## config.mk

```make
export PLATFORM = sky130hd
export DESIGN_NAME = greedy_change_with_stock
export DESIGN_NICKNAME = d
export VERILOG_FILES = /design/src/rtl/core/gcs_pkg.sv /design/src/rtl/core/gcs_div.sv /design/src/rtl/core/greedy_change_with_stock.sv
export SDC_FILE = /design/constraint.sdc
export NUM_CORES = 1
export LEC_CHECK = 0
export BUFFER_PORTS_ARGS = -buffer_cell sky130_fd_sc_hd__buf_4
export CORE_ASPECT_RATIO = 1.5
export CORE_MARGIN = 5
export CORE_UTILIZATION = 55
export DETAILED_ROUTE_END_ITERATION = 12
export PLACE_DENSITY = 0.72
export RECOVER_POWER = 50
export SLEW_MARGIN = 0
export SYNTH_ARGS = -nofsm -noshare
export SYNTH_HDL_FRONTEND = slang
export SYNTH_HIERARCHICAL = 1
export SYNTH_SLANG_ARGS = --single-unit
```

## constraint.sdc

```tcl
create_clock -name clk -period 8.4 [get_ports clk]
set_clock_uncertainty 0.05 [all_clocks]
set_input_delay 0.84 -clock clk [delete_from_list [all_inputs] [get_ports clk]]
set_output_delay 0.84 -clock clk [all_outputs]
set_load 0.02 [all_outputs]
```

## src/rtl/core/gcs_pkg.sv

```systemverilog
// ----------------------------------------------------------------------------
// gcs_pkg
// Widths, opcodes and the divider result type shared by the greedy change
// maker and its iterative divider.
// ----------------------------------------------------------------------------
package gcs_pkg;

	localparam int AMT_W       = 20;
	localparam int VAL_W       = 16;
	localparam int CNT_W       = 16;
	localparam int SLOT_W      = 3;
	localparam int CFG_W       = 4;
	localparam int MAX_RESULTS = 8;
	localparam int STEP_W      = $clog2(AMT_W);

	localparam logic OP_LOAD    = 1'b0;
	localparam logic OP_REQUEST = 1'b1;

	typedef struct packed {
		logic             done;
		logic [AMT_W-1:0] quot;
		logic [VAL_W-1:0] rem;
	} div_res_t;

endpackage

```

## src/rtl/core/gcs_div.sv

```systemverilog
// ----------------------------------------------------------------------------
// gcs_div
// Restoring radix-2 divider: one quotient bit per cycle, AMT_W bit steps per
// division; done pulses when the division ends. Divisor must
// hold steady while the division runs.
// ----------------------------------------------------------------------------
module gcs_div
	import gcs_pkg::*;
(
	input  logic             clk,
	input  logic             arst_n,
	input  logic             start,
	input  logic [AMT_W-1:0] dividend,
	input  logic [VAL_W-1:0] divisor,
	output div_res_t         res
);

	logic              run_q;
	logic              done_q;
	logic [STEP_W-1:0] step_q;
	logic [AMT_W-1:0]  quot_q;
	logic [VAL_W-1:0]  part_q;
	logic [VAL_W:0]    trial;
	logic              fits;

	assign trial = {part_q, quot_q[AMT_W-1]};
	assign fits  = (trial >= {1'b0, divisor});

	always_ff @(posedge clk or negedge arst_n) begin
		if (!arst_n) begin
			run_q  <= 1'b0;
			done_q <= 1'b0;
			step_q <= '0;
		end else begin
			done_q <= 1'b0;
			if (start) begin
				run_q  <= 1'b1;
				step_q <= STEP_W'(AMT_W - 1);
			end else if (run_q) begin
				if (step_q == '0) begin
					run_q  <= 1'b0;
					done_q <= 1'b1;
				end else begin
					step_q <= step_q - 1'b1;
				end
			end
		end
	end

	always_ff @(posedge clk) begin
		if (start) begin
			quot_q <= dividend;
			part_q <= '0;
		end else if (run_q) begin
			quot_q <= {quot_q[AMT_W-2:0], fits};
			part_q <= fits ? VAL_W'(trial - {1'b0, divisor}) : trial[VAL_W-1:0];
		end
	end

	assign res.done = done_q;
	assign res.quot = quot_q;
	assign res.rem  = part_q;

endmodule

```

## src/rtl/core/greedy_change_with_stock.sv

```systemverilog
// ----------------------------------------------------------------------------
// greedy_change_with_stock
// Greedy change maker over a table of coin slots with limited stock.
// ----------------------------------------------------------------------------
// A load (opcode 0) writes one slot in the cycle it is accepted and leaves
// busy low. A change request (opcode 1) walks the slots in use from the
// highest down, stopping once the amount is paid; a slot with value, stock and
// a nonzero remaining amount passes through scan, a divider pass, clamp and
// step, with an extra subtract step when its stock runs short, while any
// other slot passes through scan and step only. The request then shows one
// result per slot in use, one per cycle, slot 0 first, with last on the
// highest slot, and busy stays high through both phases. Results are shown
// for a single cycle each and cannot be stalled; busy drops as the final
// result appears on the ports.
module greedy_change_with_stock
	import gcs_pkg::*;
#(
	parameter int NUM_SLOTS = 8
) (
	input  logic              clk,
	input  logic              arst_n,
	input  logic              cfg_we,
	input  logic [CFG_W-1:0]  cfg_wdata,
	input  logic              start,
	output logic              busy,
	input  logic              opcode,
	input  logic [SLOT_W-1:0] slot_index,
	input  logic [VAL_W-1:0]  denomination,
	input  logic [CNT_W-1:0]  stock_count,
	input  logic [AMT_W-1:0]  target_amount,
	output logic              result_valid,
	output logic [SLOT_W-1:0] result_slot,
	output logic [CNT_W-1:0]  coins_used,
	output logic              success,
	output logic              last
);

	localparam int IW  = (NUM_SLOTS > 1) ? $clog2(NUM_SLOTS) : 1;
	localparam int CAP = (NUM_SLOTS < MAX_RESULTS) ? NUM_SLOTS : MAX_RESULTS;

	typedef enum logic [2:0] {
		ST_IDLE,
		ST_SCAN,
		ST_DIV,
		ST_CLAMP,
		ST_SUB,
		ST_NEXT,
		ST_OUT
	} state_t;

	state_t            state_q;
	logic [CFG_W-1:0]  cfg_q;
	logic [VAL_W-1:0]  value_q [NUM_SLOTS];
	logic [CNT_W-1:0]  stock_q [NUM_SLOTS];
	logic [CNT_W-1:0]  tally_q [NUM_SLOTS];
	logic [AMT_W-1:0]  rem_q;
	logic [IW-1:0]     scan_q;
	logic [IW-1:0]     out_q;
	logic [IW-1:0]     last_idx_q;
	logic              ok_q;
	logic              div_start_q;
	logic [2*VAL_W-1:0] prod_q;
	logic              valid_q;
	logic [SLOT_W-1:0] slot_q;
	logic [CNT_W-1:0]  used_q;
	logic              last_q;

	logic [CFG_W-1:0]  n_act;
	logic              accept;
	logic [VAL_W-1:0]  cur_value;
	logic [CNT_W-1:0]  cur_stock;
	div_res_t          div_res;

	assign n_act = (cfg_q == '0) ? CFG_W'(1) :
		((32'(cfg_q) > CAP) ? CFG_W'(CAP) : cfg_q);
	assign accept    = start && (state_q == ST_IDLE);
	assign cur_value = value_q[scan_q];
	assign cur_stock = stock_q[scan_q];

	gcs_div u_div (
		.clk      (clk),
		.arst_n   (arst_n),
		.start    (div_start_q),
		.dividend (rem_q),
		.divisor  (cur_value),
		.res      (div_res)
	);

	always_ff @(posedge clk or negedge arst_n) begin
		if (!arst_n) begin
			cfg_q <= CFG_W'(MAX_RESULTS);
		end else if (cfg_we) begin
			cfg_q <= cfg_wdata;
		end
	end

	always_ff @(posedge clk or negedge arst_n) begin
		if (!arst_n) begin
			state_q     <= ST_IDLE;
			div_start_q <= 1'b0;
			valid_q     <= 1'b0;
			last_q      <= 1'b0;
			ok_q        <= 1'b0;
			scan_q      <= '0;
			out_q       <= '0;
			last_idx_q  <= '0;
			rem_q       <= '0;
			prod_q      <= '0;
			slot_q      <= '0;
			used_q      <= '0;
			for (int i = 0; i < NUM_SLOTS; i++) begin
				value_q[i] <= '0;
				stock_q[i] <= '0;
				tally_q[i] <= '0;
			end
		end else begin
			div_start_q <= 1'b0;
			valid_q     <= 1'b0;
			last_q      <= 1'b0;
			case (state_q)
				ST_IDLE: begin
					if (accept) begin
						if (opcode == OP_LOAD) begin
							if (32'(slot_index) < NUM_SLOTS) begin
								value_q[IW'(slot_index)] <= denomination;
								stock_q[IW'(slot_index)] <= stock_count;
							end
						end else begin
							for (int i = 0; i < NUM_SLOTS; i++) begin
								tally_q[i] <= '0;
							end
							rem_q      <= target_amount;
							scan_q     <= IW'(n_act - CFG_W'(1));
							last_idx_q <= IW'(n_act - CFG_W'(1));
							state_q    <= ST_SCAN;
						end
					end
				end
				ST_SCAN: begin
					if (rem_q == '0 || cur_value == '0 || cur_stock == '0) begin
						state_q <= ST_NEXT;
					end else begin
						div_start_q <= 1'b1;
						state_q     <= ST_DIV;
					end
				end
				ST_DIV: begin
					if (div_res.done) begin
						state_q <= ST_CLAMP;
					end
				end
				ST_CLAMP: begin
					if ({{(AMT_W-CNT_W){1'b0}}, cur_stock} < div_res.quot) begin
						tally_q[scan_q] <= cur_stock;
						stock_q[scan_q] <= '0;
						prod_q          <= cur_stock * cur_value;
						state_q         <= ST_SUB;
					end else begin
						tally_q[scan_q] <= div_res.quot[CNT_W-1:0];
						stock_q[scan_q] <= cur_stock - div_res.quot[CNT_W-1:0];
						rem_q           <= AMT_W'(div_res.rem);
						state_q         <= ST_NEXT;
					end
				end
				ST_SUB: begin
					rem_q   <= rem_q - prod_q[AMT_W-1:0];
					state_q <= ST_NEXT;
				end
				ST_NEXT: begin
					if (scan_q == '0 || rem_q == '0) begin
						ok_q    <= (rem_q == '0);
						out_q   <= '0;
						state_q <= ST_OUT;
					end else begin
						scan_q  <= scan_q - 1'b1;
						state_q <= ST_SCAN;
					end
				end
				ST_OUT: begin
					valid_q <= 1'b1;
					slot_q  <= SLOT_W'(out_q);
					used_q  <= tally_q[out_q];
					last_q  <= (out_q == last_idx_q);
					if (out_q == last_idx_q) begin
						state_q <= ST_IDLE;
					end else begin
						out_q <= out_q + 1'b1;
					end
				end
				default: begin
					state_q <= ST_IDLE;
				end
			endcase
		end
	end

	assign busy         = (state_q != ST_IDLE);
	assign result_valid = valid_q;
	assign result_slot  = slot_q;
	assign coins_used   = used_q;
	assign success      = ok_q;
	assign last         = last_q;

	a_last_ends_burst: assert property (@(posedge clk) disable iff (!arst_n)
		result_valid && last |=> !result_valid)
		else $error("result after last");

	a_burst_ascends: assert property (@(posedge clk) disable iff (!arst_n)
		result_valid && !last |=> result_valid
			&& result_slot == SLOT_W'($past(result_slot) + 3'd1))
		else $error("result burst broken");

	a_request_busy: assert property (@(posedge clk) disable iff (!arst_n)
		start && !busy && opcode == OP_REQUEST |=> busy)
		else $error("request not taken");

	a_burst_busy: assert property (@(posedge clk) disable iff (!arst_n)
		result_valid && !last |-> busy)
		else $error("idle during result burst");

	a_div_in_div: assert property (@(posedge clk) disable iff (!arst_n)
		div_res.done |-> state_q == ST_DIV)
		else $error("divider finished outside divide state");

endmodule
```

### Word-level counts from Yosys, hierarchy flattened

Index checks and enable logic that the tools add are counted.

| word-level totals | value |
|---|---|
| register bits | 506 |
| input bits | 64 |
| output and inout port bits | 23 |
| word-level logic and storage cells | 174 |

| cells by class | value |
|---|---|
| add/sub/neg operators | 7 |
| multipliers | 1 |
| magnitude comparators | 8 |
| equal/unequal tests | 17 |
| mux-type cells | 63 |
| bitwise logic cells | 6 |
| reduce and logical (&&, ||, !) cells | 30 |

Operator list:

| cell | count |
|---|---|
| $mux 128 | 6 |
| $bwmux 128 | 5 |
| $pmux 128 s2 | 2 |
| $bmux 16 s3 | 3 |
| $mux 16 | 9 |
| $and 128x128->128 | 1 |
| $not 128->128 | 1 |
| $mux 20 | 5 |
| $demux 16 s3 | 2 |
| $pmux 20 s3 | 1 |
| $mux 3 | 13 |
| $logic_not 16->1 | 2 |
| $sub 16x16->16 | 2 |
| $pmux 3 s7 | 1 |
| $logic_not 20->1 | 1 |
| $lt 16x20->1 | 1 |
| $mul 16x16->20 | 1 |
| $sub 20x20->20 | 1 |
| $ne 2x2->1 const B | 9 |
| $ge 17x16->1 | 1 |
| $mux 5 | 3 |
| $reduce_and 3->1 | 5 |
| $ge 4x4->1 const B | 3 |
| $not 3->4 | 3 |
| other kinds (22) | 51 |

### Logic depth before layout (Yosys ltp)

| logic depth | value |
|---|---|
| word-level depth | 9 |
| gate-level depth with buffers | 32 |

### Hierarchy

Netlist, hierarchy kept.

Modules (own cells, without submodules):

| module | times used | cells an instance | area each (um^2) | sequential area each (um^2) |
|---|---|---|---|---|
| greedy_change_with_stock | 1 | 2,840 | 29,041.6 | 11,587.4 |
| gcs_div | 1 | 289 | 2,786.4 | 1,096.1 |

### Worst setup path before layout

OpenSTA, ideal clock, no wires.

| path | value |
|---|---|
| kind | register to register |
| start | register scan_q[0] |
| end | register prod_q[18] |
| arrival | 6.631 ns |
| path slack | 1.586 ns |
| stages on the path, launching flop included | 28 |
| buffers on the path | 5 |
| period minus slack after synthesis | 6.814 ns |
| path through | dfrtp_1 > buf_6 > buf_6 > buf_2 > buf_2 > nor2_1 > a221o_1 > clkbuf_1 > nand2_1 > fa_1 > fa_1 > inv_1 > fa_1 > inv_1 > fa_1 > inv_1 > fa_1 > inv_1 > fa_1 > inv_1 > ha_1 > and3_1 > a211oi_1 > o21bai_1 > a21oi_1 > o21ai_0 > xnor2_1 > o21ai_0 |

| on the way | value |
|---|---|
| longest elaborated chain between the ends | 6 |

Ends and longest elaborated chain:

| item | RTL line | source |
|---|---|---|
| start, declared | greedy_change_with_stock.sv:57 | `logic [IW-1:0] scan_q;` |
| start signal, assigned | greedy_change_with_stock.sv:133 | `scan_q <= IW'(n_act - CFG_W'(1));` |
| start signal, assigned | greedy_change_with_stock.sv:175 | `scan_q <= scan_q - 1'b1;` |
| $not 3->4 (not written as such) (*) | greedy_change_with_stock.sv:77, greedy_change_with_stock.sv:78 |  |
| parallel branches: the longest is 5 deep, another holds $mul 16x16->20 | n/a |  |
| end signal, assigned | greedy_change_with_stock.sv:156 | `prod_q <= cur_stock * cur_value;` |
| end, declared | greedy_change_with_stock.sv:62 | `logic [2*VAL_W-1:0] prod_q;` |

Mark *: on every way between the ends. The select of a mux whose other input is x is not followed.
A chain may end at the register's enable or synchronous reset.

### Final worst setup path

Same ends and word-level chain as after synthesis.

==> metrics.md <==
| Metric | Value |
|---|---|
| Worst path most repeated cell | `fa_1` |
| CP Data Arrival Time | `8160 ps` |
| Hold slack | `roughly 410 ps` |
| Avg Cell Area, Syn | `10.2 um2` |
| Simple-gate portion of the synthesized area | `0.103` |
| Post-synth top flop | `dfrtp_1` |
| Wire per inst | `between 20 and 30 um` |
| Global Route Usage Sum | `0.345` |
| Yosys reg bits | `506` |
| Area Growth Syn to Fin | `9.89%` |
| Worst skew pair latency | `620 ps` |
| H-tree levels | `2` |
| Adder-cell area share of the yosys netlist | `0.129` |
| Die area | `62900 um2` |
| Final #Nets | `3485` |
| CP max FO | `36` |
| Slew Limit Fails | `roughly 190` |
| Peak per-stage delay on the critical path | `just over 800 ps` |
| Synthesis Warnings | `6` |
| Post-detailed-route via-to-cell ratio | `roughly 6.5` |
| Hold Buf Count CTS | `0` |
| Cts repair resizes | `0` |
| Setup Crit Path Kind | `reg -> reg` |
| Routed WL | `108 mm` |
| Sequential element share of the synthesized area | `0.398` |
| Post-Syn Instances | `3129` |
| Outcome | `finished, violations left` |
| Max Clock Freq | `129 MHz` |
| Worst min path class | `in -> reg` |
| Compound-Gate Fraction of Synth Area | `0.177` |
| Layout cells sized above 1 | `0.161` |
| PortBufs | `86` |
| Startpoint Class | `flip-flop` |
| Post-Syn Area | `31800 um2` |
| FILL cells | `a little under 5000` |
| Clock tree buffer depth | `3` |
| CP required | `8800 ps` |
| First-iteration detailed-routing DRC count | `2652` |
| Vias in the first global route | `about 27000` |
| Dpl cells | `3890` |
| Largest net degree at the start of global routing | `155` |
| Mux cell area share after synthesis | `0.113` |
| Vias post-DR | `26100` |
| Failing checks | `max-capacitance violations, max-slew violations` |
| Die Wd | `206 um` |
| RSZ-0062 raised after global routing | `no` |
| CP Capture Type | `flip-flop` |
| CTS Buf Count | `between 50 and 60` |
| Finished Layout Cells | `3985` |
| Drt drc | `0` |
| Postcts setup bufs | `0` |
| Worst Tran Pin Value | `6770 ps` |
| Cell variety after synth | `96` |
| Slew HR | `-3.51` |
| Initial antenna violation count | `0` |
| Antenna viol nets, final | `0` |
| Period utilization | `0.924` |
| Num Clock Sinks | `506` |
| Crit path buf inv count | `6` |
| Post-DP HPWL | `76.9 mm` |
| Final hold viol count | `0` |
| I/O Pins | `87` |
| Ys async rst share | `0.929` |
| Setup total negative slack | `0 ps` |
| Crit path max-delay family | `adder cells` |
| Largest family of logic cells by synthesized area | `compound AO/OA/AOI/OAI gates` |
| CTS tree | `yes` |
| Ant diodes | `0` |
| Core Area | `about 58000 um2` |
| Row Count | `108` |
| Final Critical Period | `7760 ps` |
| First-pass detailed-route iteration total | `5` |
| Maxcap violations | `3` |
| Post-synth EDFFs | `20` |
| Remaining Overflow, GRT | `0` |
| Initial Util | `0.553` |
| First-pass GRT wire length | `166 mm` |
| CTS root buf | `clkbuf_16` |
| Worst path slowest cell | `dfrtp_4` |
| Synthesized net count | `~3400` |
| GPL Wtd Cong | `1.02` |
| Count of final setup violators | `0` |
| Xor and xnor fraction of the mapped netlist area | `0.0213` |
| Clock slew at the register clock pins of the worst setup and hold paths | `70 ps` |
| Final core occ | `0.608` |
| Die H | `305 um` |
-- through the flow --
stage / setup WS (ps) / instance area, um2
6_report: 642 / 35000
5_1_grt: 246 / 35000
4_1_cts: 714 / 35100
3_5_place_dp: 741 / 33300
3_3_place_gp: 844 / 33300
2_1_floorplan: 1590 / 31800
-- cell type report --
type                    count  area [um2]  area share
inverters                 266         998      0.0285
clock inverters            28         383      0.0109
multi-input cells        2178       17300       0.495
flip-flops and latches    506       12700       0.363
repair buffers            170        1200      0.0343
clock buffers              67        1420      0.0405
well taps                 770         963      0.0275
-- cell usage after synthesis (18+ instances only) --
cell type / n / area, um2
o21ai_0: 213 / 1070
a31oi_1: 18 / 113
a21oi_1: 114 / 571
o22ai_1: 126 / 788
a21o_1: 19 / 143
mux2i_1: 43 / 430
a221oi_1: 30 / 263
xor2_1: 29 / 254
nand2_1: 376 / 1410
nand2b_1: 20 / 125
edfxtp_1: 20 / 601
buf_2: 28 / 140
dfrtp_1: 469 / 11700
clkbuf_1: 118 / 443
a22o_1: 128 / 1120
xnor2_1: 46 / 403
fa_1: 134 / 2680
a22oi_1: 24 / 180
nand3_1: 27 / 135
inv_1: 250 / 938
ha_1: 114 / 1430
mux2_2: 173 / 1950
and2_1: 31 / 194
mux4_2: 45 / 1010
nor2_1: 204 / 766
-- cell families after synthesis --
kind of cell               count (synthesis)
AOI/OAI and AO/OA                        822
and+or+nand+nor                          755
DFF                                      506
buffers and inverters                    445
muxes                                    277
adders and majority gates                248
xor gates and xnor gates                  76
-- layer usage --
| layer | vias up | share of wire | GRT usage |
|---|---|---|---|
| li1 | 11200 | - | - |
| met4 | 0 | 0.084 | 0.237 |
| met3 | 450 | 0.075 | 0.0624 |
| met5 | - | 0 | 0 |
| met1 | 13000 | 0.36 | 0.413 |
| met2 | 1505 | 0.48 | 0.561 |
-- final timing paths --
path	slack (ps)	from	end	cells past startpoint
worst max-delay path	640	scan_q[0]$_DFFE_PN0P_	prod_q[18]$_DFFE_PN0P_	25
worst min-delay path	410	cfg_wdata[3]	cfg_q[3]$_DFFE_PN1P_	2
worst max register to register	640	scan_q[0]$_DFFE_PN0P_	prod_q[18]$_DFFE_PN0P_	25
worst min register to register	430	tally_q[2]$_DFFE_PN0P_	tally_q[2]$_DFFE_PN0P_	2
max in group asynchronous	1600	arst_n	prod_q[14]$_DFFE_PN0P_	2
min in group asynchronous	2710	arst_n	stock_q[37]$_DFFE_PN0P_	1
-- flip-flops by register name, indices dropped and copies added, names as in the netlist, 4 cells and up --
| register | cells |
|---|---|
| value_q | 128 |
| tally_q | 128 |
| prod_q | 20 |
| coins_used | 16 |
| u_div/step_q | 5 |
| u_div/part_q | 16 |
| stock_q | 128 |
| cfg_q | 4 |
| rem_q | 20 |
| u_div/quot_q | 20 |
-- cell usage in the layout, fill, tap and decap left out, types with 12 or more instances in the layout --
cell	Yosys	routed
a211oi_1	12	12
a21o_1	19	19
a21oi_1	114	114
a221oi_1	30	30
a22o_1	128	128
a22oi_1	24	24
a31oi_1	18	18
and2_1	31	30
buf_4	10	140
clkbuf_1	118	36
clkbuf_16	0	52
dfrtp_1	469	465
dfxtp_1	16	16
edfxtp_1	20	20
fa_1	134	134
ha_1	114	114
inv_1	250	250
inv_2	12	12
mux2_1	12	12
mux2_2	173	173
mux2i_1	43	43
mux4_2	45	45
nand2_1	376	376
nand2b_1	20	20
nand3_1	27	26
nor2_1	204	205
nor2b_1	15	15
nor3_1	17	17
nor4_1	13	13
o21a_1	14	14
o21ai_0	213	213
o22ai_1	126	126
xnor2_1	46	46
xor2_1	29	29
Power is not shown: default switching activity piles up to over one toggle a cycle in this logic, so the estimate is an artifact.
